===== config.mk =====
export PLATFORM = sky130hd
export DESIGN_NAME = ack_packet_deframer_flat
export DESIGN_NICKNAME = d
export VERILOG_FILES = /design/src/sv/apd_pkg.sv /design/src/sv/apd_req_if.sv /design/src/sv/apd_rsp_if.sv /design/src/sv/ack_packet_deframer.sv /design/src/sv/apd_in_stage.sv /design/src/sv/apd_core.sv /design/src/sv/apd_out_stage.sv /design/src/flat_wrapper.sv
export VERILOG_INCLUDE_DIRS = /design/src /design/src/sv
export SDC_FILE = /design/constraint.sdc
export NUM_CORES = 1
export LEC_CHECK = 0
export CAP_MARGIN = 20
export CORE_UTILIZATION = 65
export DETAILED_ROUTE_END_ITERATION = 7
export DONT_BUFFER_PORTS = 1
export GPL_TIMING_DRIVEN = 0
export PLACE_DENSITY = 0.81
export SLEW_MARGIN = 0
export SYNTH_ARGS = -nofsm -noshare
export SYNTH_HDL_FRONTEND = slang
export SYNTH_SLANG_ARGS = --single-unit

===== constraint.sdc =====
create_clock -name clock -period 6.6 [get_ports clock]
set_clock_uncertainty 0.05 [all_clocks]
set_input_delay 0.33 -clock clock [delete_from_list [all_inputs] [get_ports clock]]
set_output_delay 0.33 -clock clock [all_outputs]
set_load 0.01 [all_outputs]

===== src/sv/ack_packet_deframer_defines.svh =====
// assertion macros for the ack packet deframer
`ifndef ACK_PACKET_DEFRAMER_DEFINES_SVH
`define ACK_PACKET_DEFRAMER_DEFINES_SVH

// condition that must hold at every clock edge out of reset
`define APD_ASSERT_HOLDS(label, cond, msg) \
   label: assert property (@(posedge clock) disable iff (reset) (cond)) else $error(msg);

// antecedent implies consequent in the same cycle
`define APD_ASSERT_IMPLIES(label, ante, cons, msg) \
   label: assert property (@(posedge clock) disable iff (reset) (ante) |-> (cons)) \
      else $error(msg);

`endif


===== src/sv/apd_pkg.sv =====
`timescale 1ns / 1ps

package apd_pkg;

   localparam logic [1:0] KIND_ARM  = 2'd0;
   localparam logic [1:0] KIND_BYTE = 2'd1;
   localparam logic [1:0] KIND_TICK = 2'd2;

   localparam logic [1:0] ST_OK      = 2'd0;
   localparam logic [1:0] ST_BADSUM  = 2'd1;
   localparam logic [1:0] ST_TIMEOUT = 2'd2;

   localparam logic RK_PARAM  = 1'b0;
   localparam logic RK_STATUS = 1'b1;

   localparam logic [0:0] CSR_HEADER_WORD = 1'd0;
   localparam logic [0:0] CSR_ACK_TYPE    = 1'd1;

   localparam logic [15:0] HEADER_WORD_RESET = 16'hEF01;
   localparam logic [7:0]  ACK_TYPE_RESET    = 8'h07;

   localparam logic [3:0] HDR_FIRST  = 4'd0;
   localparam logic [3:0] HDR_SECOND = 4'd1;
   localparam logic [3:0] HDR_TYPE   = 4'd6;
   localparam logic [3:0] HDR_LEN_HI = 4'd7;
   localparam logic [3:0] HDR_LEN_LO = 4'd8;
   localparam logic [3:0] HDR_CODE   = 4'd9;

   localparam logic [15:0] TICK_MAX      = 16'hFFFF;
   localparam logic [15:0] LEN_OVERHEAD  = 16'd3;

   typedef enum logic [2:0] {
      PH_IDLE,
      PH_HUNT,
      PH_PARAM,
      PH_SUMHI,
      PH_SUMLO
   } apd_phase_type;

   typedef struct packed {
      logic [1:0]  kind;
      logic [7:0]  rx_byte;
      logic [15:0] timeout_ticks;
   } apd_item_type;

   typedef struct packed {
      logic        result_kind;
      logic [7:0]  param_byte;
      logic [15:0] param_index;
      logic [1:0]  status;
      logic [7:0]  confirm_code;
   } apd_result_type;

   typedef struct packed {
      logic [15:0] header_word;
      logic [7:0]  ack_type_code;
   } apd_cfg_type;

endpackage


===== src/sv/apd_req_if.sv =====
`timescale 1ns / 1ps

interface apd_req_if;
   logic        valid;
   logic        ready;
   logic [1:0]  kind;
   logic [7:0]  rx_byte;
   logic [15:0] timeout_ticks;

   modport source (output valid, kind, rx_byte, timeout_ticks, input ready);
   modport sink (input valid, kind, rx_byte, timeout_ticks, output ready);
endinterface


===== src/sv/apd_rsp_if.sv =====
`timescale 1ns / 1ps

interface apd_rsp_if;
   logic        valid;
   logic        ready;
   logic        result_kind;
   logic [7:0]  param_byte;
   logic [15:0] param_index;
   logic [1:0]  status;
   logic [7:0]  confirm_code;

   modport source (output valid, result_kind, param_byte, param_index, status,
                   confirm_code, input ready);
   modport sink (input valid, result_kind, param_byte, param_index, status,
                 confirm_code, output ready);
endinterface


===== src/sv/ack_packet_deframer.sv =====
`timescale 1ns / 1ps
// channel  | dir | beat contents
// req_ch   | in  | kind, rx_byte, timeout_ticks
// rsp_ch   | out | result_kind, param_byte, param_index, status, confirm_code
// csr_*    | in  | csr_index, csr_wdata on csr_we
//
// one beat per cycle sustained while rsp is ready; a result passes the input register
// and then the result register around the parser before it is on rsp
// synchronous reset returns to idle, config to 0xef01 / 0x07
// a stalled result holds its register while the input register keeps one beat

`include "ack_packet_deframer_defines.svh"

module ack_packet_deframer (
   input  logic        clock,
   input  logic        reset,
   apd_req_if.sink     req_ch,
   apd_rsp_if.source   rsp_ch,
   input  logic        csr_we,
   input  logic [0:0]  csr_index,
   input  logic [15:0] csr_wdata
);
   import apd_pkg::*;

   logic           advance;
   logic           item_valid;
   logic           item_fire;
   logic           res_valid;
   apd_item_type   req_item;
   apd_item_type   item;
   apd_result_type res;
   apd_result_type rsp_res;
   apd_cfg_type    cfg_ff, cfg_in;

   assign req_item.kind          = req_ch.kind;
   assign req_item.rx_byte       = req_ch.rx_byte;
   assign req_item.timeout_ticks = req_ch.timeout_ticks;

   always_comb begin
      cfg_in = cfg_ff;
      if (csr_we) begin
         case (csr_index)
            CSR_HEADER_WORD: cfg_in.header_word   = csr_wdata;
            CSR_ACK_TYPE:    cfg_in.ack_type_code = csr_wdata[7:0];
            default: begin
            end
         endcase
      end
   end

   always_ff @(posedge clock) begin
      if (reset) begin
         cfg_ff.header_word   <= HEADER_WORD_RESET;
         cfg_ff.ack_type_code <= ACK_TYPE_RESET;
      end else begin
         cfg_ff <= cfg_in;
      end
   end

   apd_in_stage u_in (
      .clock      (clock),
      .reset      (reset),
      .req_valid  (req_ch.valid),
      .req_ready  (req_ch.ready),
      .req_item   (req_item),
      .advance    (advance),
      .item_valid (item_valid),
      .item       (item)
   );

   assign item_fire = item_valid && advance;

   apd_core u_core (
      .clock     (clock),
      .reset     (reset),
      .item_fire (item_fire),
      .item      (item),
      .cfg       (cfg_ff),
      .res_valid (res_valid),
      .res       (res)
   );

   apd_out_stage u_out (
      .clock     (clock),
      .reset     (reset),
      .res_valid (res_valid),
      .res       (res),
      .rsp_ready (rsp_ch.ready),
      .rsp_valid (rsp_ch.valid),
      .rsp_res   (rsp_res),
      .advance   (advance)
   );

   assign rsp_ch.result_kind  = rsp_res.result_kind;
   assign rsp_ch.param_byte   = rsp_res.param_byte;
   assign rsp_ch.param_index  = rsp_res.param_index;
   assign rsp_ch.status       = rsp_res.status;
   assign rsp_ch.confirm_code = rsp_res.confirm_code;

   `APD_ASSERT_IMPLIES(a_ready_only_when_full, !req_ch.ready,
      item_valid && !advance, "input stalled without a held beat")
   `APD_ASSERT_IMPLIES(a_param_clean, rsp_ch.valid && rsp_ch.result_kind == RK_PARAM,
      rsp_ch.status == ST_OK && rsp_ch.confirm_code == 8'h00, "parameter beat carries status")
   `APD_ASSERT_IMPLIES(a_timeout_clean, rsp_ch.valid && rsp_ch.status == ST_TIMEOUT,
      rsp_ch.result_kind == RK_STATUS && rsp_ch.confirm_code == 8'h00
      && rsp_ch.param_index == 16'h0000, "timeout beat malformed")
   `APD_ASSERT_HOLDS(a_status_range, !rsp_ch.valid || rsp_ch.status == ST_OK
      || rsp_ch.status == ST_BADSUM || rsp_ch.status == ST_TIMEOUT, "undefined status code")

endmodule


===== src/sv/apd_in_stage.sv =====
`timescale 1ns / 1ps

module apd_in_stage (
   input  logic                  clock,
   input  logic                  reset,
   input  logic                  req_valid,
   output logic                  req_ready,
   input  apd_pkg::apd_item_type req_item,
   input  logic                  advance,
   output logic                  item_valid,
   output apd_pkg::apd_item_type item
);
   import apd_pkg::*;

   logic         valid_ff, valid_in;
   apd_item_type item_ff, item_in;

   assign req_ready  = !valid_ff || advance;
   assign item_valid = valid_ff;
   assign item       = item_ff;

   always_comb begin
      valid_in = valid_ff;
      item_in  = item_ff;
      if (req_valid && req_ready) begin
         valid_in = 1'b1;
         item_in  = req_item;
      end else if (advance) begin
         valid_in = 1'b0;
      end
   end

   always_ff @(posedge clock) begin
      if (reset) begin
         valid_ff <= 1'b0;
      end else begin
         valid_ff <= valid_in;
      end
      item_ff <= item_in;
   end
endmodule


===== src/sv/apd_core.sv =====
`timescale 1ns / 1ps

module apd_core (
   input  logic                    clock,
   input  logic                    reset,
   input  logic                    item_fire,
   input  apd_pkg::apd_item_type   item,
   input  apd_pkg::apd_cfg_type    cfg,
   output logic                    res_valid,
   output apd_pkg::apd_result_type res
);
   import apd_pkg::*;

   apd_phase_type phase_ff, phase_in;
   logic [3:0]  hdr_count_ff, hdr_count_in;
   logic [7:0]  first_byte_ff, first_byte_in;
   logic [7:0]  type_seen_ff, type_seen_in;
   logic [15:0] length_ff, length_in;
   logic [7:0]  code_seen_ff, code_seen_in;
   logic [15:0] param_count_ff, param_count_in;
   logic [15:0] sum_ff, sum_in;
   logic [7:0]  sum_high_ff, sum_high_in;
   logic [15:0] tick_count_ff, tick_count_in;
   logic [15:0] tick_limit_ff, tick_limit_in;

   logic [15:0] param_total;
   logic [15:0] count_next;
   logic [15:0] tick_sat;
   logic [7:0]  b;

   always_comb begin
      phase_in       = phase_ff;
      hdr_count_in   = hdr_count_ff;
      first_byte_in  = first_byte_ff;
      type_seen_in   = type_seen_ff;
      length_in      = length_ff;
      code_seen_in   = code_seen_ff;
      param_count_in = param_count_ff;
      sum_in         = sum_ff;
      sum_high_in    = sum_high_ff;
      tick_count_in  = tick_count_ff;
      tick_limit_in  = tick_limit_ff;
      res_valid      = 1'b0;
      res            = '0;
      b              = item.rx_byte;
      param_total    = (length_ff < LEN_OVERHEAD) ? 16'd0 : length_ff - LEN_OVERHEAD;
      count_next     = param_count_ff + 16'd1;
      tick_sat       = (tick_count_ff == TICK_MAX) ? tick_count_ff : tick_count_ff + 16'd1;

      if (item_fire) begin
         case (item.kind)
            KIND_ARM: begin
               phase_in       = PH_HUNT;
               hdr_count_in   = HDR_FIRST;
               first_byte_in  = '0;
               type_seen_in   = '0;
               length_in      = '0;
               code_seen_in   = '0;
               param_count_in = '0;
               sum_in         = '0;
               sum_high_in    = '0;
               tick_count_in  = '0;
               tick_limit_in  = item.timeout_ticks;
            end
            KIND_TICK: begin
               if (phase_ff == PH_HUNT) begin
                  tick_count_in = tick_sat;
                  if (tick_sat >= tick_limit_ff) begin
                     phase_in         = PH_IDLE;
                     hdr_count_in     = HDR_FIRST;
                     res_valid        = 1'b1;
                     res.result_kind  = RK_STATUS;
                     res.status       = ST_TIMEOUT;
                  end
               end
            end
            KIND_BYTE: begin
               case (phase_ff)
                  PH_HUNT: begin
                     case (hdr_count_ff)
                        HDR_FIRST: begin
                           first_byte_in = b;
                           hdr_count_in  = HDR_SECOND;
                        end
                        HDR_SECOND: begin
                           if (first_byte_ff == cfg.header_word[15:8] &&
                               b == cfg.header_word[7:0]) begin
                              hdr_count_in = hdr_count_ff + 4'd1;
                           end else begin
                              hdr_count_in = HDR_FIRST;
                           end
                        end
                        HDR_TYPE: begin
                           type_seen_in = b;
                           hdr_count_in = HDR_LEN_HI;
                        end
                        HDR_LEN_HI: begin
                           length_in    = {b, 8'h00};
                           hdr_count_in = HDR_LEN_LO;
                        end
                        HDR_LEN_LO: begin
                           length_in    = {length_ff[15:8], b};
                           hdr_count_in = HDR_CODE;
                        end
                        HDR_CODE: begin
                           code_seen_in = b;
                           hdr_count_in = HDR_FIRST;
                           if (type_seen_ff == cfg.ack_type_code) begin
                              sum_in = {8'h00, type_seen_ff} + {8'h00, length_ff[15:8]}
                                     + {8'h00, length_ff[7:0]} + {8'h00, b};
                              param_count_in = '0;
                              phase_in = (param_total == 16'd0) ? PH_SUMHI : PH_PARAM;
                           end
                        end
                        default: begin
                           hdr_count_in = (hdr_count_ff < HDR_CODE) ?
                                          hdr_count_ff + 4'd1 : HDR_FIRST;
                        end
                     endcase
                  end
                  PH_PARAM: begin
                     sum_in         = sum_ff + {8'h00, b};
                     param_count_in = count_next;
                     if (count_next >= param_total) begin
                        phase_in = PH_SUMHI;
                     end
                     res_valid       = 1'b1;
                     res.result_kind = RK_PARAM;
                     res.param_byte  = b;
                     res.param_index = param_count_ff;
                  end
                  PH_SUMHI: begin
                     sum_high_in = b;
                     phase_in    = PH_SUMLO;
                  end
                  PH_SUMLO: begin
                     phase_in         = PH_IDLE;
                     res_valid        = 1'b1;
                     res.result_kind  = RK_STATUS;
                     res.status       = (sum_high_ff == sum_ff[15:8] && b == sum_ff[7:0]) ?
                                        ST_OK : ST_BADSUM;
                     res.confirm_code = code_seen_ff;
                  end
                  default: begin
                  end
               endcase
            end
            default: begin
            end
         endcase
      end
   end

   always_ff @(posedge clock) begin
      if (reset) begin
         phase_ff       <= PH_IDLE;
         hdr_count_ff   <= HDR_FIRST;
         first_byte_ff  <= '0;
         type_seen_ff   <= '0;
         length_ff      <= '0;
         code_seen_ff   <= '0;
         param_count_ff <= '0;
         sum_ff         <= '0;
         sum_high_ff    <= '0;
         tick_count_ff  <= '0;
         tick_limit_ff  <= '0;
      end else begin
         phase_ff       <= phase_in;
         hdr_count_ff   <= hdr_count_in;
         first_byte_ff  <= first_byte_in;
         type_seen_ff   <= type_seen_in;
         length_ff      <= length_in;
         code_seen_ff   <= code_seen_in;
         param_count_ff <= param_count_in;
         sum_ff         <= sum_in;
         sum_high_ff    <= sum_high_in;
         tick_count_ff  <= tick_count_in;
         tick_limit_ff  <= tick_limit_in;
      end
   end
endmodule


===== src/sv/apd_out_stage.sv =====
`timescale 1ns / 1ps

module apd_out_stage (
   input  logic                    clock,
   input  logic                    reset,
   input  logic                    res_valid,
   input  apd_pkg::apd_result_type res,
   input  logic                    rsp_ready,
   output logic                    rsp_valid,
   output apd_pkg::apd_result_type rsp_res,
   output logic                    advance
);
   import apd_pkg::*;

   logic           valid_ff, valid_in;
   apd_result_type res_ff, res_in;

   assign advance   = !valid_ff || rsp_ready;
   assign rsp_valid = valid_ff;
   assign rsp_res   = res_ff;

   always_comb begin
      valid_in = valid_ff;
      res_in   = res_ff;
      if (advance) begin
         valid_in = res_valid;
         res_in   = res;
      end
   end

   always_ff @(posedge clock) begin
      if (reset) begin
         valid_ff <= 1'b0;
      end else begin
         valid_ff <= valid_in;
      end
      res_ff <= res_in;
   end
endmodule

===== src/flat_wrapper.sv =====
// flat-port wrapper written by rule: the top's interface ports become plain ports
module ack_packet_deframer_flat import apd_pkg::*;
  (clock, reset, csr_we, csr_index, csr_wdata, req_ch_valid, req_ch_kind, req_ch_rx_byte, req_ch_timeout_ticks, req_ch_ready, rsp_ch_valid, rsp_ch_result_kind, rsp_ch_param_byte, rsp_ch_param_index, rsp_ch_status, rsp_ch_confirm_code, rsp_ch_ready);
  apd_req_if req_ch_i ();
  apd_rsp_if rsp_ch_i ();
  input  logic clock;
  input  logic reset;
  input  logic csr_we;
  input  logic [0:0] csr_index;
  input  logic [15:0] csr_wdata;
  input wire logic [$bits(req_ch_i.valid)-1:0] req_ch_valid;
  input wire logic [$bits(req_ch_i.kind)-1:0] req_ch_kind;
  input wire logic [$bits(req_ch_i.rx_byte)-1:0] req_ch_rx_byte;
  input wire logic [$bits(req_ch_i.timeout_ticks)-1:0] req_ch_timeout_ticks;
  output wire logic [$bits(req_ch_i.ready)-1:0] req_ch_ready;
  output wire logic [$bits(rsp_ch_i.valid)-1:0] rsp_ch_valid;
  output wire logic [$bits(rsp_ch_i.result_kind)-1:0] rsp_ch_result_kind;
  output wire logic [$bits(rsp_ch_i.param_byte)-1:0] rsp_ch_param_byte;
  output wire logic [$bits(rsp_ch_i.param_index)-1:0] rsp_ch_param_index;
  output wire logic [$bits(rsp_ch_i.status)-1:0] rsp_ch_status;
  output wire logic [$bits(rsp_ch_i.confirm_code)-1:0] rsp_ch_confirm_code;
  input wire logic [$bits(rsp_ch_i.ready)-1:0] rsp_ch_ready;
  assign req_ch_i.valid = req_ch_valid;
  assign req_ch_i.kind = req_ch_kind;
  assign req_ch_i.rx_byte = req_ch_rx_byte;
  assign req_ch_i.timeout_ticks = req_ch_timeout_ticks;
  assign req_ch_ready = req_ch_i.ready;
  assign rsp_ch_valid = rsp_ch_i.valid;
  assign rsp_ch_result_kind = rsp_ch_i.result_kind;
  assign rsp_ch_param_byte = rsp_ch_i.param_byte;
  assign rsp_ch_param_index = rsp_ch_i.param_index;
  assign rsp_ch_status = rsp_ch_i.status;
  assign rsp_ch_confirm_code = rsp_ch_i.confirm_code;
  assign rsp_ch_i.ready = rsp_ch_ready;
  ack_packet_deframer u_core (.clock(clock), .reset(reset), .req_ch(req_ch_i), .rsp_ch(rsp_ch_i), .csr_we(csr_we), .csr_index(csr_index), .csr_wdata(csr_wdata));
endmodule

; ---- Word level (Yosys, flattened, before mapping)
; Index checks and enable logic that the tools add are counted.
[totals]
ff_bits = 206
output_inout_bits = 37
[classes]
n_addsub = 8
order_cmp = 4
n_eq_ne = 32
muxes = 55
bitwise = 1
n_reduce_logical = 31
[op_table]
columns = op, n
row1 = 16-bit one-hot mux with 2 select lines, 7
row2 = 16-bit two-way mux, 8
row3 = 8-bit one-hot mux with 2 select lines, 4
row4 = 8-bit two-way mux, 7
row5 = 8-bit equality test, 5
row6 = "16-bit by 1-bit adder with 16-bit output, second input constant", 2
row7 = 16-bit >= comparator, 2
row8 = 4-bit one-hot mux with 6 select lines, 1
row9 = 4-bit two-way mux, 5
row10 = 16-bit by 8-bit adder with 16-bit output, 1
row11 = "16-bit equality test, second input constant", 1
row12 = 16-bit logical NOT, 1
row13 = "16-bit by 2-bit < comparator with 1-bit output, second input constant", 1
row14 = 4-bit AND reduction, 4
row15 = "16-bit by 2-bit subtractor with 16-bit output, second input constant", 1
row16 = 3-bit two-way mux, 5
row17 = 5-bit AND reduction, 3
row18 = 3-bit one-hot mux with 4 select lines, 1
row19 = 4-bit one-hot mux with 3 select lines, 1
row20 = 3-bit AND reduction, 4
row21 = 10-bit by 8-bit adder with 11-bit output, 1
row22 = 9-bit by 8-bit adder with 10-bit output, 1
row23 = "2-bit by 1-bit != test with 1-bit output, second input constant", 5
row24 = 8-bit by 8-bit adder with 9-bit output, 1
row25 = other kinds (32), 59

; ---- Longest topological paths before layout
; Gate-level depths: netlist of run 1.
[logic_depth]
ltp_word = 8
mapped_depth = 17
mapped_depth_nobuf = 15

; ---- Modules after synthesis
; Synthesis of run 1 repeated with hierarchy kept, for this count alone.
[unflattened]
cells_unflattened = 1229
area_unflattened_um2 = 11390.9
[modules_own_cells]
columns = module, instances, cells_each, area_each_um2, seq_area_each_um2
row1 = apd_core, 1, 1062, 8461.9, 2382.3
row2 = apd_out_stage, 1, 39, 1097.3, 1071.0
row3 = ack_packet_deframer, 1, 97, 996.0, 480.5
row4 = apd_in_stage, 1, 31, 835.8, 800.8

; ---- Worst setup path before layout of run 1
; No wires, ideal clock.
[synth_path]
path_kind = flip-flop to flip-flop
start = register u_core.u_core.length_ff[2]
end = register u_core.u_core.phase_ff[1]
setup_time_ns = 0.116
t_arrival_ns = 3.752
t_required_ns = 6.434
slack_ns = 2.682
path_stages_with_launch = 15
period_less_slack_ns = 3.918
path_cell_list = dfxtp_1 clkbuf_1 nor4_4 nand4_1 or4b_1 nor3_1 a21oi_1 ha_1 o21ai_0 o2111ai_1 a41oi_1 or4_1 or4b_4 a31o_1 o211a_1
[synth_between]
elab_chain_len = 5
elab_cells_between_ends = 6
[synth_lines]
columns = item, line
row1 = start: declaration, apd_core.sv:18  ; logic [15:0] length_ff, length_in;
row2 = start signal: assignment, apd_core.sv:172  ; length_ff <= length_in;
row3 = 16-bit by 2-bit subtractor with 16-bit output or 16-bit by 2-bit < comparator with 1-bit output (tied branches), apd_core.sv:46  ; param_total = (length_ff < LEN_OVERHEAD) ? 16'd0 : length_ff - LEN_OVERHEAD;
row4 = 16-bit two-way mux *, apd_core.sv:46
row5 = 16-bit >= comparator *, apd_core.sv:124  ; if (count_next >= param_total) begin
row6 = 3-bit != test (no source line) *, -
row7 = 8-bit AND reduction (no source line) *, -
row8 = end signal: assignment, apd_core.sv:168  ; phase_ff <= phase_in;
row9 = end: declaration, apd_core.sv:14  ; apd_phase_type phase_ff, phase_in;
; Mark *: on every way between the ends. The rest lies on a longest branch, timed or not.
; A chain may end at the register's enable or synchronous reset.

; ---- Final worst setup path of run 1
[layout_path]
start = register u_core.u_core.length_ff[3]
end = register u_core.u_core.phase_ff[2]
; The elaborated chain is that of the path after synthesis.

==> out/results.ini, run 1 <==
[outcome]
status = complete, no violations

[global_route]
grt_pass1_wl_um = 46400
grt_use_total_pct = 33.5
grt_max_degree = 28
first_global_vias = 8968
antenna_found_initial = 0
grt-ovfl-total = 0

[synth]
yosys_warnings = 0
synth_nets = 1353
synth_ff_type = dfxtp_1
synth_edf_count = 61
syn_area_per_cell_um2 = 9.10
syn_area_mm2 = 0.0112
ys_types = 75
ys_seq_area_share_pct = 42.4
yosysMostFrequentCell = nand2_1
synth_top_area_share_pct = 26.0
synth_top_area_cell = dfxtp_1
netlist_instances = 1228
synth.area.top_cells = dfxtp_1 (26%), edfxtp_1 (16%), ha_1 (6.7%)
ys_async_sr_fraction_pct = 0
synth-seq-cells = 206
synth_common_cells = nand2_1 (155), dfxtp_1 (145), nor2_1 (115)

[power_and_ir_drop]
switching_power_uw = 674
p_per_area_mw_per_mm2 = 228
pwr-share-clk_pct = 45.4
leakage_nw = 5.26
p_int_mw = 2.22
seq_power_share_pct = 46.9
combPwrFrac_pct = 7.7
peakVddDrop_mv = 0.250
netSwitchingFraction_pct = 23.3

[min_path]
hold_class = input port to flip-flop
holdPathStages = 3
holdPathEnd = u_core.u_in.item_valid$_SDFFE_PP0P_
min_from = rsp_ch_ready

[placement]
port_buffers = 0
hpwl_um = 20700
gp_congestion = 0.894

[layout]
nNetsFinal = 1422
fin_util_pct = 76.0
fillers = 1176
syn_to_final_growth_pct = 13.6
drive_gt1_share_pct = 4.42
diodes = 0

[clock_tree]
clock_path_buffers = 3
clk_latency_ps = 520
root_buffer = clkbuf_16
clk_pin_slew_ps = 60
cts_tree = built
ctsHtreeMaxLevel = 1
numClockSinks = 206
numCtsBuffers = 22
post-cts-setup-buffers = 0

[worst_setup_path]
crit_arrival_ps = 4920
reg2reg_to = u_core.u_core.phase_ff[2]$_SDFFE_PP0P_
start_kind = flip-flop
critPathRequiredTime_ps = 7000
rr_worst_depth = 14
crit_type = flip-flop to flip-flop
setup.worst_path.end_class = flip-flop
r2r_start = u_core.u_core.length_ff[3]$_SDFFE_PP0P_
critPathMaxFanout = 9
regToRegSetupSlack_ps = 2080

[drt]
drc = 0
via_per_inst = 6.26
drtAntennaViolNets = 0
totalWireLength_um = 30000
wl_per_cell_um = 19.6
dr.pass1.iters = 5
drt_iter0_markers = 930
vias = 9592

[timing]
grt_setup_unrepaired = no
fin_crit_sh_pct = 68.5
worst_pin_slew_ps = 1020
final.setup.tns_ps = 0
finalSetupViolCount = 0
drv_slew = 0
finalHoldViolCount = 0
whs_ps = 134
min_period_ps = 4520
max_freq_mhz = 221
relSlewSlack_pct = 31.6

[floorplan]
fp.dieArea_mm2 = 0.0177
die_w_um = 133
die_h_um = 133
start_util_pct = 66.9
io_pins = 85
coreArea_mm2 = 0.0167
rows = 47

[flow_run]
cap_viol_max_count = 0

[registers in the layout, indices dropped and copies added (netlist names)]
signal                        flops
u_core.cfg_ff                    24
u_core.u_core.code_seen_ff        8
u_core.u_core.first_byte_ff       8
u_core.u_core.hdr_count_ff        4
u_core.u_core.length_ff          16
u_core.u_core.param_count_ff     16
u_core.u_core.phase_ff            3
u_core.u_core.sum_ff             16
u_core.u_core.sum_high_ff         8
u_core.u_core.tick_count_ff      16
u_core.u_core.tick_limit_ff      16
u_core.u_core.type_seen_ff        8
u_core.u_in.item                 26
u_core.u_in.item_valid            1
u_core.u_out.rsp_res             35
u_core.u_out.rsp_valid            1
[per-layer routing]
layer  wire length [um]  track usage (%)
met5                  0                0
met4                933             11.5
met3               2600             6.35
met2              14000             54.5
met1              12500             44.9
[placed cells by master, fill, tap and decap left out, types with 9 or more instances in the layout]
| cell | instances |
|---|---|
| edfxtp_1 | 61 |
| a21oi_1 | 102 |
| dlygate4sd3_1 | 43 |
| fa_1 | 17 |
| mux2i_1 | 37 |
| a21o_1 | 12 |
| xor2_1 | 33 |
| nand3_1 | 40 |
| a22oi_1 | 22 |
| nand2_1 | 155 |
| nor3_1 | 25 |
| and2_1 | 15 |
| nand4_1 | 20 |
| clkbuf_1 | 61 |
| and3_1 | 39 |
| a211oi_1 | 12 |
| nor2_1 | 115 |
| dfxtp_1 | 145 |
| nor4_1 | 9 |
| o21ai_0 | 43 |
| inv_1 | 33 |
| ha_1 | 60 |
| clkbuf_16 | 23 |
| xnor2_1 | 43 |
[stage by stage]
| stage | power (mW) | instances | worst slack [ps] | area (um2) |
|---|---|---|---|---|
| global route | 2.96 | 1533 | 1850 | 12700 |
| global placement | 1.57 | 1448 | 2210 | 11400 |
| detailed placement | 1.58 | 1449 | 2130 | 11500 |
| finish | 2.90 | 1533 | 2080 | 12700 |
| floorplan | 1.51 | 1228 | 2680 | 11200 |
| CTS | 2.88 | 1532 | 2110 | 12700 |
[kinds of logic (layout without fill, tap and decap cells)]
logic type | Yosys count | in the layout | share of synthesized area, %
XOR/XNOR | 76 | 76 | 5.96
AND/OR/NAND/NOR | 491 | 491 | 21.6
flip-flops | 206 | 206 | 42.4
AO/OA/AOI/OAI | 249 | 249 | 13.7
buffers and inverters | 91 | 176 | 3.17
multiplexers | 38 | 38 | 3.42
adder cells (fa/ha/maj) | 77 | 77 | 9.76
[worst max path at each step]
| stage | slack, ps | end | cells past startpoint | start |
|---|---|---|---|---|
| final | 2080 | u_core.u_core.phase_ff[2]$_SDFFE_PP0P_ | 14 | u_core.u_core.length_ff[3]$_SDFFE_PP0P_ |
| after global routing | 1850 | u_core.u_core.phase_ff[0]$_SDFFE_PP0P_ | 15 | u_core.u_core.param_count_ff[0]$_SDFFE_PP0P_ |
| after CTS | 2110 | u_core.u_core.phase_ff[2]$_SDFFE_PP0P_ | 14 | u_core.u_core.length_ff[3]$_SDFFE_PP0P_ |
| after detailed placement | 2130 | u_core.u_core.phase_ff[0]$_SDFFE_PP0P_ | 14 | u_core.u_core.length_ff[3]$_SDFFE_PP0P_ |
| after global placement | 2210 | u_core.u_core.phase_ff[2]$_SDFFE_PP0P_ | 14 | u_core.u_core.length_ff[2]$_SDFFE_PP0P_ |
| after floorplan | 2680 | u_core.u_core.phase_ff[1]$_SDFFE_PP0P_ | 14 | u_core.u_core.length_ff[2]$_SDFFE_PP0P_ |
[power by group through the flow]
stage | logic, mW | registers (mW) | clock network (mW)
2_1_floorplan | 0.141 | 1.37 | 0
3_3_place_gp | 0.188 | 1.38 | 0
3_5_place_dp | 0.192 | 1.38 | 0
4_1_cts | 0.215 | 1.36 | 1.31
5_1_grt | 0.243 | 1.36 | 1.36
6_report | 0.224 | 1.36 | 1.31
[critical path, cell delays in order (launching register included)]
cell and delay [ps]:
dfxtp_1 330, clkbuf_1 290, nor4_4 500, nand4_1 240
or4b_1 580, nor3_1 160, a21oi_1 110, ha_1 330
o21ai_0 90, o2111ai_1 280, a41oi_1 90, or4_1 500
or4b_4 540, or2_1 260, a21oi_2 110
[layout make-up]
cell class              count  area, um2  share of cell area (%)
clock inverters             9        148                    1.16
inverters                  34        128                    1.01
flip-flops and latches    206       4730                    37.3
repair buffers             45        485                    3.82
plain buffers              57        226                    1.78
well taps                 220        275                    2.17
multi-input cells         931       6080                    47.9
clock buffers              31        616                    4.85
[repair_timing]
action                    CTS  global route
hold endpoints to repair   51             0
gates resized for setup     0             0
hold buffers               43             0
No activity file was read; power rests on OpenSTA's default activity.
==> inputs of run 2 (changes only) <==
ABC_AREA = 1   (was default)
CORE_UTILIZATION = 64   (was 65)
PLACE_DENSITY = 0.8   (was 0.81)
clock period = 4.74 ns   (was 6.6 ns; I/O delays follow)
==> out/results.ini, run 2 <==
[layout]
syn_to_final_growth_pct = 12.6  ; was 13.6%
largest_reg_flops = 35  ; unchanged
fillers = 1332  ; was 1176
diodes = 0  ; unchanged
layout_commonest_cell = nand2_1  ; unchanged
nNetsFinal = 1681  ; was 1422
final_cell_mix = nand2_1 (336), inv_1 (175), a21oi_1 (152)  ; was nand2_1 (155), dfxtp_1 (145), nor2_1 (115)
drive_gt1_share_pct = 6.93  ; was 4.42%
fin_util_pct = 74.6  ; was 76.0%

[timing]
grt_setup_unrepaired = no  ; unchanged
min_period_ps = 3340  ; was 4520 ps
whs_ps = 34.8  ; was 134 ps
final.setup.tns_ps = 0  ; unchanged
finalSetupViolCount = 0  ; unchanged
drv_slew = 0  ; unchanged
relSlewSlack_pct = 33.0  ; was 31.6%
finalHoldViolCount = 0  ; unchanged
worst_pin_slew_ps = 1000  ; was 1020 ps
max_freq_mhz = 299  ; was 221 MHz
fin_crit_sh_pct = 70.6  ; was 68.5%

[floorplan]
start_util_pct = 66.2  ; was 66.9%
io_pins = 85  ; unchanged
rows = 48  ; was 47
die_h_um = 136  ; was 133 um
fp.dieArea_mm2 = 0.0186  ; was 0.0177 mm2
die_w_um = 136  ; was 133 um
coreArea_mm2 = 0.0175  ; was 0.0167 mm2

[clock_tree]
clock_path_buffers = 3  ; unchanged
cts_tree = built  ; unchanged
numCtsBuffers = 22  ; unchanged
numClockSinks = 206  ; unchanged
ctsHtreeMaxLevel = 1  ; unchanged
clk_latency_ps = 520  ; about the same
clk_pin_slew_ps = 70  ; was 60 ps
post-cts-setup-buffers = 0  ; unchanged
root_buffer = clkbuf_16  ; unchanged

[worst_setup_path]
crit_type = flip-flop to flip-flop  ; unchanged
critPathRequiredTime_ps = 5130  ; was 7000 ps
setup.worst_path.end_class = flip-flop  ; unchanged
reg2reg_to = u_core.u_core.hdr_count_ff[0]$_SDFFE_PP0P_  ; was u_core.u_core.phase_ff[2]$_SDFFE_PP0P_
critPathMaxFanout = 5  ; was 9
path_cells = inv_1 -> nor3_4 -> nand2_2 -> nor3_4 -> nand3_2 -> or2_1 -> and2_1 -> ha_1 -> nand2_1 -> inv_1 -> nand3_1 -> nor2_1 -> nand3_1 -> nand4_1 -> nand2_1 -> inv_1 -> nand3_1 -> a21oi_1  ; was clkbuf_1 -> nor4_4 -> nand4_1 -> or4b_1 -> nor3_1 -> a21oi_1 -> ha_1 -> o21ai_0 -> o2111ai_1 -> a41oi_1 -> or4_1 -> or4b_4 -> or2_1 -> a21oi_2
cpMaxStageDelayCell = dfxtp_1  ; was or4b_1
r2r_start = u_core.u_core.tick_count_ff[6]$_SDFFE_PP0P_  ; was u_core.u_core.length_ff[3]$_SDFFE_PP0P_
crit_arrival_ps = 3740  ; was 4920 ps
rr_worst_depth = 18  ; was 14
regToRegSetupSlack_ps = 1400  ; was 2080 ps
start_kind = flip-flop  ; unchanged
slowest_delay_ps = 400  ; was 580 ps

[global_route]
grt-ovfl-total = 0  ; unchanged
grt_use_total_pct = 34.1  ; was 33.5%
grt_pass1_wl_um = 48900  ; was 46400 um
antenna_found_initial = 0  ; unchanged
first_global_vias = 9755  ; was 8968
grt_max_degree = 39  ; was 28

[drt]
totalWireLength_um = 30800  ; was 30000 um
via_per_inst = 5.73  ; was 6.26
dr.pass1.iters = 6  ; was 5
drtAntennaViolNets = 0  ; unchanged
wl_per_cell_um = 17.2  ; was 19.6 um
drt_iter0_markers = 790  ; was 930
vias = 10300  ; was 9592
drc = 0  ; unchanged

[synth]
yosys_warnings = 0  ; unchanged
synth-seq-cells = 206  ; unchanged
syn_area_per_cell_um2 = 7.78  ; was 9.10 um2
synth_top_area_cell = dfxtp_1  ; unchanged
netlist_instances = 1487  ; was 1228
synth.area.top_cells = dfxtp_1 (25%), edfxtp_1 (16%), nand2_1 (11%)  ; was dfxtp_1 (26%), edfxtp_1 (16%), ha_1 (6.7%)
syn_area_mm2 = 0.0116  ; was 0.0112 mm2
ys_types = 57  ; was 75
synth_ff_type = dfxtp_1  ; unchanged
synth_edf_count = 61  ; unchanged
ys_async_sr_fraction_pct = 0  ; unchanged
synth_top_area_share_pct = 25.1  ; was 26.0%
yosysMostFrequentCell = nand2_1  ; unchanged
ys_seq_area_share_pct = 40.9  ; was 42.4%
synth_nets = 1612  ; was 1353
synth_common_cells = nand2_1 (336), inv_1 (175), a21oi_1 (152)  ; was nand2_1 (155), dfxtp_1 (145), nor2_1 (115)

[outcome]
status = complete, no violations  ; unchanged

[power_and_ir_drop]
peakVddDrop_mv = 0.331  ; was 0.250 mV
p_per_area_mw_per_mm2 = 317  ; was 228 mW/mm2
leakage_nw = 5.74  ; was 5.26 nW

[flow_run]
cap_viol_max_count = 0  ; unchanged

[placement]
gp_congestion = 0.973  ; was 0.894
hpwl_um = 22400  ; was 20700 um
port_buffers = 0  ; unchanged

[min_path]
min_from = csr_we  ; was rsp_ch_ready
hold_class = input port to flip-flop  ; unchanged
holdPathStages = 2  ; was 3
holdPathEnd = u_core.cfg_ff[5]$_SDFFE_PP0P_  ; was u_core.u_in.item_valid$_SDFFE_PP0P_

run 2: cell types whose count changed in the layout (fill, tap and decap cells not counted), moves of 24 or more:
cell,change
xnor2_1,-24
clkbuf_1,-33
mux2i_1,-37
nand3_1,+40
and3_1,-38
a21oi_1,+50
nand2_1,+181
inv_1,+142
o21ai_0,+50
run 2: what timing repair did:
item	4_1_cts	5_1_grt
resized for setup	0	0
hold endpoints to repair	51	0
hold buffers	45	0
run 2: cell type report:
cell class	count	area [um2]	area share, %
Tap cell	225	282	2.16
Inverter	185	696	5.34
Multi-Input combinational cell	1054	5930	45.5
Timing Repair Buffer	45	450	3.46
Buffer	42	216	1.66
Sequential cell	206	4730	36.3
Clock buffer	30	642	4.92
Clock inverter	10	87.6	0.672
run 2: report_power, final:
group,switching [mW],internal [mW]
sequential,0.0517,1.86
clock,0.715,1.01
combinational,0.317,0.184
total,1.08,3.05
run 2: worst max path at each step:
stage                                                      from                                    endpoint  slack, ps  depth (start not counted)
finish              u_core.u_core.tick_count_ff[6]$_SDFFE_PP0P_  u_core.u_core.hdr_count_ff[0]$_SDFFE_PP0P_       1400                         18
global route        u_core.u_core.tick_count_ff[6]$_SDFFE_PP0P_  u_core.u_core.hdr_count_ff[0]$_SDFFE_PP0P_       1070                         18
global placement    u_core.u_core.tick_count_ff[6]$_SDFFE_PP0P_  u_core.u_core.hdr_count_ff[0]$_SDFFE_PP0P_       1500                         18
detailed placement  u_core.u_core.tick_count_ff[6]$_SDFFE_PP0P_  u_core.u_core.hdr_count_ff[0]$_SDFFE_PP0P_       1470                         18
floorplan               u_core.u_core.length_ff[9]$_SDFFE_PP0P_        u_core.u_core.sum_ff[9]$_SDFFE_PP0P_       2030                         12
CTS                 u_core.u_core.tick_count_ff[6]$_SDFFE_PP0P_  u_core.u_core.hdr_count_ff[0]$_SDFFE_PP0P_       1450                         18
run 2: logic make-up after synthesis:
family,share of synthesized area [%]
xor gates and xnor gates,3.39
DFF,40.9
adders and majority gates,9.43
and+or+nand+nor,25.0
buffers and inverters,7.88
AOI/OAI and AO/OA,13.4
run 2: through the flow:
step                      total power, mW  setup slack, ps  cell area [um2]  instances
final                                4.14             1400            13000       1797
after global routing                 4.28             1070            13000       1797
after CTS                            4.13             1450            13000       1797
after detailed placement             2.41             1470            11900       1712
after global placement               2.39             1500            11900       1712
after floorplan                      2.28             2030            11600       1487
run 2: worst max-delay path: cells and delay by family (launching register included):
kind,cells,cell delay (ps)
and+or+nand+nor,13,2080
DFF,1,400
buffers and inverters,3,290
adders and majority gates,1,290
AOI/OAI and AO/OA,1,160
run 2: layer usage:
metal | vias up | part of all wire, % | global-route usage, %
met2 | 448 | 47 | 56.6
met5 | - | 0 | 0
li1 | 5028 | - | -
met4 | 0 | 4.0 | 14.3
met1 | 4747 | 41 | 43.8
met3 | 81 | 8.4 | 5.52
==> inputs of run 3 (changes only) <==
CORE_UTILIZATION = 58   (was 64)
PLACE_DENSITY = 0.76   (was 0.8)
clock period = 2.9 ns   (was 4.74 ns; I/O delays follow)
==> out/results.ini, run 3 (synthesis results as in run 2) <==
[worst_setup_path]
crit_type = flip-flop to flip-flop  ; unchanged
start_kind = flip-flop  ; unchanged
setup.worst_path.end_class = flip-flop  ; unchanged
cp_num_buf_inv = 4  ; was 3
critPathMaxFanout = 9  ; was 5
slowest_delay_ps = 380  ; was 400 ps
crit_arrival_ps = 3290  ; was 3740 ps
cpMaxStageDelayCell = dfxtp_2  ; was dfxtp_1
path_cells = ha_4 -> inv_1 -> nor2_2 -> nand4_1 -> nor2_2 -> inv_4 -> nor2_1 -> nor2_1 -> ha_1 -> buf_4 -> nand2_1 -> nor2_1 -> nand3_2 -> nand4_1 -> nand2_1 -> inv_2 -> nand2_2 -> nand2_1 -> nand2_1 -> nor2_1  ; was inv_1 -> nor3_4 -> nand2_2 -> nor3_4 -> nand3_2 -> or2_1 -> and2_1 -> ha_1 -> nand2_1 -> inv_1 -> nand3_1 -> nor2_1 -> nand3_1 -> nand4_1 -> nand2_1 -> inv_1 -> nand3_1 -> a21oi_1
critPathTopFamily = simple AND/OR/NAND/NOR gates  ; unchanged
critPathRequiredTime_ps = 3300  ; was 5130 ps

[timing]
whs_ps = 163  ; was 34.8 ps
setup_slack_ps = 9.96  ; was 1400 ps
finalHoldViolCount = 0  ; unchanged
drv_slew = 0  ; unchanged
grt_setup_unrepaired = yes  ; was no
relSlewSlack_pct = 32.8  ; was 33.0%
worst_pin_slew_ps = 1010  ; was 1000 ps
max_freq_mhz = 346  ; was 299 MHz
finalSetupViolCount = 0  ; unchanged
fin_crit_sh_pct = 99.7  ; was 70.6%
min_period_ps = 2890  ; was 3340 ps

[placement]
dpl_cell_area_mm2 = 0.0119  ; about the same
hpwl_um = 22000  ; was 22400 um
port_buffers = 0  ; unchanged
pre_cts_slack_ps = -406  ; was 1470 ps
gp_congestion = 0.960  ; was 0.973

[global_route]
first_global_vias = 10100  ; was 9755
grt_max_degree = 39  ; unchanged
grt-ovfl-total = 0  ; unchanged
grt_use_total_pct = 30.8  ; was 34.1%
antenna_found_initial = 0  ; unchanged
grt_pass1_wl_um = 49500  ; was 48900 um

[clock_tree]
numCtsBuffers = 23  ; was 22
clk_pin_slew_ps = 70  ; about the same
cts_tree = built  ; unchanged
root_buffer = clkbuf_16  ; unchanged
clock_path_buffers = 3  ; unchanged
clk_latency_ps = 520  ; about the same
numClockSinks = 206  ; unchanged
ctsHtreeMaxLevel = 1  ; unchanged

[power_and_ir_drop]
peakVddDrop_mv = 0.532  ; was 0.331 mV
power_mw = 6.84  ; was 4.14 mW
p_per_area_mw_per_mm2 = 500  ; was 317 mW/mm2
leakage_nw = 5.97  ; was 5.74 nW

[layout]
fillers = 1550  ; was 1332
largest_reg_flops = 35  ; unchanged
drive_gt1_share_pct = 13.7  ; was 6.93%
multi_input_area_mm2 = 0.00620  ; was 0.00593 mm2
fin_util_pct = 70.1  ; was 74.6%
nNetsFinal = 1715  ; was 1681
regArea_mm2 = 0.00480  ; was 0.00473 mm2
final_cell_mix = nand2_1 (331), inv_1 (170), a21oi_1 (145)  ; was nand2_1 (336), inv_1 (175), a21oi_1 (152)
layout_commonest_cell = nand2_1  ; unchanged
diodes = 0  ; unchanged
stdcell_area_mm2 = 0.0137  ; was 0.0130 mm2
syn_to_final_growth_pct = 18.2  ; was 12.6%

[drt]
drc = 0  ; unchanged
wl_per_cell_um = 16.9  ; was 17.2 um
drt_iter0_markers = 858  ; was 790
via_per_inst = 5.65  ; was 5.73
vias = 10600  ; was 10300
totalWireLength_um = 31600  ; was 30800 um
dr.pass1.iters = 5  ; was 6
drtAntennaViolNets = 0  ; unchanged

[outcome]
status = complete, no violations  ; unchanged

[floorplan]
die_w_um = 143  ; was 136 um
rows = 51  ; was 48
io_pins = 85  ; unchanged
coreArea_mm2 = 0.0195  ; was 0.0175 mm2
die_h_um = 143  ; was 136 um
fp.dieArea_mm2 = 0.0205  ; was 0.0186 mm2
start_util_pct = 59.3  ; was 66.2%

[flow_run]
cap_viol_max_count = 0  ; unchanged

[min_path]
hold_class = input port to flip-flop  ; unchanged

run 3: path summary, 6_finish.rpt:
kind,start,endpoint,slack [ps],depth (start not counted)
setup reg to reg,u_core.u_core.tick_count_ff[1]$_SDFFE_PP0P_,u_core.u_core.phase_ff[0]$_SDFFE_PP0P_,10,20
hold reg to reg,u_core.u_core.tick_limit_ff[4]$_SDFFE_PP0P_,u_core.u_core.tick_limit_ff[4]$_SDFFE_PP0P_,410,2
setup / recovery,u_core.u_core.tick_count_ff[1]$_SDFFE_PP0P_,u_core.u_core.phase_ff[0]$_SDFFE_PP0P_,10,20
hold / removal,reset,u_core.u_core.sum_high_ff[4]$_SDFFE_PP0P_,160,3
run 3: tightest hold or removal path: cells and delay by family:
family | cells | cell delay [ps]
AO/OA/AOI/OAI | 2 | 310
buffers and inverters | 1 | 230
run 3: layout make-up:
| cell class | instances | area share [%] |
|---|---|---|
| Multi-Input combinational cell | 1054 | 45.3 |
| Sequential cell | 206 | 35.1 |
| Timing Repair Buffer | 78 | 5.19 |
| Inverter | 185 | 5.10 |
| Clock buffer | 30 | 4.63 |
| Tap cell | 265 | 2.42 |
| Buffer | 42 | 1.61 |
| Clock inverter | 11 | 0.649 |
run 3: stage by stage:
step	cells	TNS [ps]
2_1_floorplan	1487	0
3_3_place_gp	1752	-2320
3_5_place_dp	1752	-2780
4_1_cts	1857	0
5_1_grt	1871	-1810
6_report	1871	0
run 3: power breakdown:
| group | internal [mW] | switching [mW] |
|---|---|---|
| clock | 1.64 | 1.20 |
| combinational | 0.335 | 0.541 |
| sequential | 3.04 | 0.0855 |
run 3: repair_timing:
| action | in CTS | in global routing |
|---|---|---|
| setup buffers | 14 | 14 |
| hold buffers | 50 | 0 |
| hold endpoints to repair | 51 | 0 |
| pin swaps | 21 | 33 |
| setup endpoints to repair | 14 | 15 |
| gates resized for setup | 43 | 68 |
run 3: layer usage:
metal / GRT usage [%] / wire, um / vias up
li1: - / - / 5114
met1: 38.6 / 12800 / 4896
met2: 52.3 / 15100 / 456
met3: 5.16 / 2440 / 97
met4: 13.3 / 1240 / 0
met5: 0 / 0 / -
